--- config.mk ---
export PLATFORM = sky130hd
export DESIGN_NAME = rdst_span_unit
export DESIGN_NICKNAME = d
export VERILOG_FILES = /design/src/hdl/rdst_pkg.sv /design/src/hdl/rdst_span_unit.sv
export SDC_FILE = /design/constraint.sdc
export NUM_CORES = 1
export LEC_CHECK = 0
export BUFFER_PORTS_ARGS = -buffer_cell sky130_fd_sc_hd__buf_2
export CORE_AREA = 4 4 51 87
export DETAILED_ROUTE_END_ITERATION = 16
export DIE_AREA = 0 0 55 91
export GPL_TIMING_DRIVEN = 0
export PLACE_DENSITY = 0.81
export SYNTH_ARGS = -nofsm -noshare
export SYNTH_HDL_FRONTEND = slang
export SYNTH_SLANG_ARGS = --single-unit
--- constraint.sdc ---
create_clock -name vclk -period 3.7
set_input_delay 0.185 -clock vclk [all_inputs]
set_output_delay 0.185 -clock vclk [all_outputs]
set_load 0.05 [all_outputs]
--- src/hdl/rdst_pkg.sv ---
`default_nettype none

package rdst_pkg;

   localparam int DEFAULT_MAX_ROWS  = 2048;
   localparam int DEFAULT_MAX_WIDTH = 4096;

   localparam int CMD_W    = 3;
   localparam int POS_W    = 14;
   localparam int COORD_W  = 16;
   localparam int RWIDTH_W = 13;
   localparam int RCOUNT_W = 12;
   localparam int ROW_W    = 11;
   localparam int COL_W    = 13;
   localparam int FRAME_W  = 32;
   localparam int CSR_W    = 32;
   localparam int CSR_ADDR_W = 3;

   typedef logic [CMD_W-1:0]          cmd_type;
   typedef logic signed [POS_W-1:0]   pos_type;
   typedef logic signed [COORD_W-1:0] coord_type;
   typedef logic [ROW_W-1:0]          row_type;
   typedef logic [COL_W-1:0]          col_type;
   typedef logic [FRAME_W-1:0]        frame_type;

   localparam cmd_type CMD_MARK_PIXEL = 3'd0;
   localparam cmd_type CMD_MARK_RECT  = 3'd1;
   localparam cmd_type CMD_MARK_ALL   = 3'd2;
   localparam cmd_type CMD_CLEAR      = 3'd3;
   localparam cmd_type CMD_PRESENT    = 3'd4;

   localparam logic [0:0] REG_ROW_WIDTH = 1'b0;
   localparam logic [0:0] REG_ROW_COUNT = 1'b1;

   localparam logic [RWIDTH_W-1:0] ROW_WIDTH_RESET = 13'd1920;
   localparam logic [RCOUNT_W-1:0] ROW_COUNT_RESET = 12'd1080;
   localparam frame_type           FRAME_RESET     = 32'd1;

   localparam logic MODE_WIDEN = 1'b0;
   localparam logic MODE_SCAN  = 1'b1;

endpackage

`default_nettype wire

--- src/hdl/rdst_span_unit.sv ---
`default_nettype none

module rdst_span_unit #(
   parameter int FW = 12,
   parameter int AW = 13
) (
   input  wire logic             mode,
   input  wire logic [FW+AW:0]   entry_i,
   input  wire logic [FW-1:0]    x0_i,
   input  wire logic [AW-1:0]    x1_i,
   input  wire logic [AW-1:0]    rw_i,
   output logic      [FW+AW:0]   entry_o,
   output logic                  hit_o,
   output logic      [AW-1:0]    end_o
);

   logic          dirty;
   logic [FW-1:0] first;
   logic [AW-1:0] after;
   logic [FW-1:0] new_first;
   logic [AW-1:0] new_after;

   assign dirty = entry_i[FW+AW];
   assign first = entry_i[FW+AW-1:AW];
   assign after = entry_i[AW-1:0];

   assign new_first = (!dirty || (x0_i < first)) ? x0_i : first;
   assign new_after = (!dirty || (x1_i > after)) ? x1_i : after;

   assign end_o = (after < rw_i) ? after : rw_i;
   assign hit_o = (mode == rdst_pkg::MODE_SCAN) && dirty && (end_o > AW'(first));

   always_comb begin
      case (mode)
         rdst_pkg::MODE_WIDEN: entry_o = {1'b1, new_first, new_after};
         rdst_pkg::MODE_SCAN:  entry_o = {1'b0, first, after};
         default:              entry_o = entry_i;
      endcase
   end

endmodule

`default_nettype wire

* Yosys cells after proc, flatten, opt, wreduce, memory -nomap -nowiden
Index checks and enable logic that the tools add are counted.
** Word-level totals
- Logic and storage cells :: 14
- Register bits after elaboration :: 0
- Bits of input ports :: 65
- Output and inout port bits :: 40
** Cells by class
- Order comparisons :: 4
- Bitwise operators :: 1
- Mux-type cells :: 4
- Reductions and logical operators :: 5
** Operators by type and width (number)
- $pmux W26 S2 :: 1
- $mux W13 :: 2
- $gt A13 B12 Y1 :: 1
- $gt A13 B13 Y1 :: 1
- $lt A13 B13 Y1 :: 1
- $lt A12 B12 Y1 :: 1
- $mux W12 :: 1
- $logic_and A1 B1 Y1 :: 2
- $logic_or A1 B1 Y1 :: 2
- $logic_not A1 Y1 :: 1
- $not A1 Y1 :: 1

* Longest topological paths before layout
- Depth in word-level cells :: 4
- Mapped depth :: 16
- Gate-level depth less buffers :: 15

* Least setup slack after synthesis
OpenSTA, ideal clock, no wires.
- Path kind :: in2out
- Start point :: in rw_i[2]
- End point :: out hit_o
- Buffers on the path :: 1
- Data arrival time :: 3.781 ns
- Slack :: -0.266 ns
- Stages on the path :: 15
- Cells stage by stage :: inv_1 -> ha_1 -> a21oi_1 -> o21ai_0 -> a31oi_1 -> o21ai_2 -> clkbuf_1 -> o21ai_0 -> ha_1 -> nand4_1 -> nor2_1 -> a211oi_1 -> or3_1 -> a31oi_1 -> o211a_1
** Between the ends
- Cells in the longest elaborated chain, start to end :: 4
** Ends and longest elaborated chain
- start: declaration :: line rdst_span_unit.sv:11 : input wire logic [AW-1:0] rw_i,
- $lt A13 B13 Y1 :: line rdst_span_unit.sv:30 : assign end_o = (after < rw_i) ? after : rw_i;
- $mux W13 :: line rdst_span_unit.sv:30
- via end_o[3] :: line rdst_span_unit.sv:14 : output logic [AW-1:0] end_o
- $gt A13 B12 Y1 :: line rdst_span_unit.sv:31 : assign hit_o = (mode == rdst_pkg::MODE_SCAN) && dirty && (end_o > AW'(first));
- $logic_and A1 B1 Y1 :: line rdst_span_unit.sv:31
- end: declaration :: line rdst_span_unit.sv:13 : output logic hit_o,
The timed path passes the listed nets, and every way through them passes these cells.

* Final worst setup path
- Start point :: in entry_i[12]
- End point :: out hit_o
** Between the ends
- Cells in the longest elaborated chain, start to end :: 4
** Ends and longest elaborated chain
- start: declaration :: line rdst_span_unit.sv:8 : input wire logic [FW+AW:0] entry_i,
- $lt A13 B13 Y1 :: line rdst_span_unit.sv:30
- $mux W13 * :: line rdst_span_unit.sv:30
- $gt A13 B12 Y1 * :: line rdst_span_unit.sv:31
- $logic_and A1 B1 Y1 * :: line rdst_span_unit.sv:31
Mark *: on every way between the ends. The rest lies on a longest branch, timed or not.

==> flow_summary.ini <==
[run_status]
status = finished, final reports clean

[routing]
drt_wl_total_mm = 5.022
vias = 1932
routed_via_density = 5.222
wl_per_cell_um = 13.57
ant_nets = 0
drt_iter0_markers = 19
firstDrtPassIters = 4
route.detailed.drc = 0

[logic_synthesis]
synthMuxAreaShare_pct = 18.58
synth_area_per_cell_um2 = 7.478
synthAdderAreaFrac_pct = 37.01
yosys_warnings = 0
synthesis.area_um2 = 1623
yosys.area_share.simple_pct = 13.11
synth_xor_area_share_pct = 0
ys_seq_area_share_pct = 0
synth_nets = 330
synth.distinct_cells = 29
synthCells = 217
synth_compound_area_share_pct = 20.43
synth_top_family_by_area = adder cells

[setup_path]
cpMaxStageDelayCell = or3_1
max_stage_delay_ns = 0.34
start_kind = primary input
path_class = in -> out
worstPathCellList = buf_2, ha_1, a21oi_1, o21ai_0, a21oi_1, o21ai_2, clkbuf_2, nand2_1, o21ai_1, ha_1, nand4_1, nor2_1, a211oi_1, or3_1, a31oi_1, o211a_1, clkbuf_4
end_kind = primary output
arrival_ns = 3.18
path_max_fanout = 10
cp.required_ns = 3.51

[timing]
timing.final.crit_share_pct = 91.00
rsz0062_at_grt = false
clock.fmax_mhz = 297.0
setup_violations = 0
worst_pin_slew_ns = 0.3005
hold_ws_ns = 0.7487
maxSlewHeadroom_pct = 79.39
hold_violations = 0
final.min_clock_period_ns = 3.367
report.final.slew_viol_count = 0

[place]
gp_congestion = 0.9391
hpwl_mm = 4.607
io_buffers = 105

[global_routing]
track_usage_pct = 19.52
grt_max_degree = 11
antenna_found_initial = 0
grtUsageMet1_pct = 19.15
grt_pass1_wl_mm = 7.748
gr-total-overflow = 0
groute.layer.met3.usage_pct = 1.148
first_global_vias = 1941
grt.busiest_layer = met2
met2_usage_pct = 39.72

[cells_and_area]
layout-drive-gt1-share_pct = 43.21
regArea_um2 = 0
nClkBuffers = 0
diodes = 0
num-fill-cells = 364
final_common_cell = buf_2
layout_common_cells = buf_2, ha_1, inv_1
layout-area-overhead-vs-synth_pct = 37.16
n_sequential_cell = 0
nNetsFinal = 439
multi_input_area_um2 = 1446

[hold_path]
hold_depth = 3
hold_path.class = in -> out

[die]
die_x_um = 55
start_util_pct = 44.28
dieHeight_um = 91
design.die.area_um2 = 5005
num_rows = 29
core-area_um2 = 3665
pin_count = 105

[pwr]
static-leakage-power_uw = 0.001343
p_per_area_nw_per_um2 = 216.8
peakVddDrop_uv = 122.7
power_uw = 482.6

[run]
drv_cap = 0

[clock_network]
postCtsHoldBufs = 0
[layout make-up]
| cell class | count | share of cell area (%) |
|---|---|---|
| Buffer | 4 | 1.461 |
| Inverter | 39 | 6.577 |
| Multi-Input combinational cell | 174 | 64.98 |
| Tap cell | 46 | 2.586 |
| Timing Repair Buffer | 107 | 24.40 |
[layer usage]
layer | part of all wire [%] | routed length [µm]
met4 | 2.2 | 110
met5 | 0 | 0
met2 | 58 | 2907
met3 | 5.7 | 284
met1 | 34 | 1719
[through the flow]
stage,std cells,cell area [µm²],util (%),setup slack [ns],setup TNS [ns]
3_5_place_dp,368,2206,60.19,-0.02512,-0.02512
4_1_cts,368,2207,60.23,0.09402,0
6_report,370,2226,60.74,0.3331,0
3_3_place_gp,368,2206,60.19,0.06876,0
5_1_grt,370,2226,60.74,0.01538,0
2_1_floorplan,217,1623,-,0.1242,0
[cell usage after synthesis]
master	instances	area (µm²)
ha_1	48	600.6
inv_1	39	146.4
mux2_2	25	281.5
nand2_1	20	75.07
a21oi_1	17	85.08
o21ai_0	16	80.08
nand3_1	6	30.03
a21o_1	5	37.54
nand4_1	5	31.28
nor2_1	5	18.77
nor2b_1	3	18.77
a211o_1	2	17.52
a31oi_1	2	12.51
buf_6	2	22.52
clkbuf_1	2	7.510
mux2i_1	2	20.02
nand2b_1	2	12.51
nor4_1	2	12.51
o211ai_1	2	15.01
o21a_1	2	15.01
o21ai_2	2	17.52
a211oi_1	1	7.510
a21oi_2	1	8.760
a2bb2oi_1	1	8.760
a31o_2	1	8.760
nand3b_1	1	7.510
o211a_1	1	10.01
o21bai_1	1	7.510
or3_1	1	6.260
[worst paths after layout]
kind / from / end
max: entry_i[12] / hit_o
min: mode / entry_o[25]
[power by group]
group,internal (µW),switching (µW)
Combinational,162,321
Sequential,0,0
Clock,0,0
Total,162,321
[timing repair]
action | CTS | global route
hold endpoints to repair | 0 | 0
resized for setup | 1 | 3
pin swaps | 0 | 2
endpoints found under the setup margin | 1 | 1
setup buffers | 0 | 2
[worst max-delay path: cells and delay by family]
kind / cells / cell delay (ns)
AND/OR/NAND/NOR: 4 / 0.70
buffers and inverters: 3 / 0.55
AO/OA/AOI/OAI: 8 / 1.12
adder cells (fa/ha/maj): 2 / 0.61
[kinds of logic after synthesis]
| family | after synthesis |
|---|---|
| AOI/OAI and AO/OA | 54 |
| adders and majority gates | 48 |
| buffers and inverters | 43 |
| muxes | 27 |
| and+or+nand+nor | 45 |
Note: power is estimated with default switching activity, not from simulation.
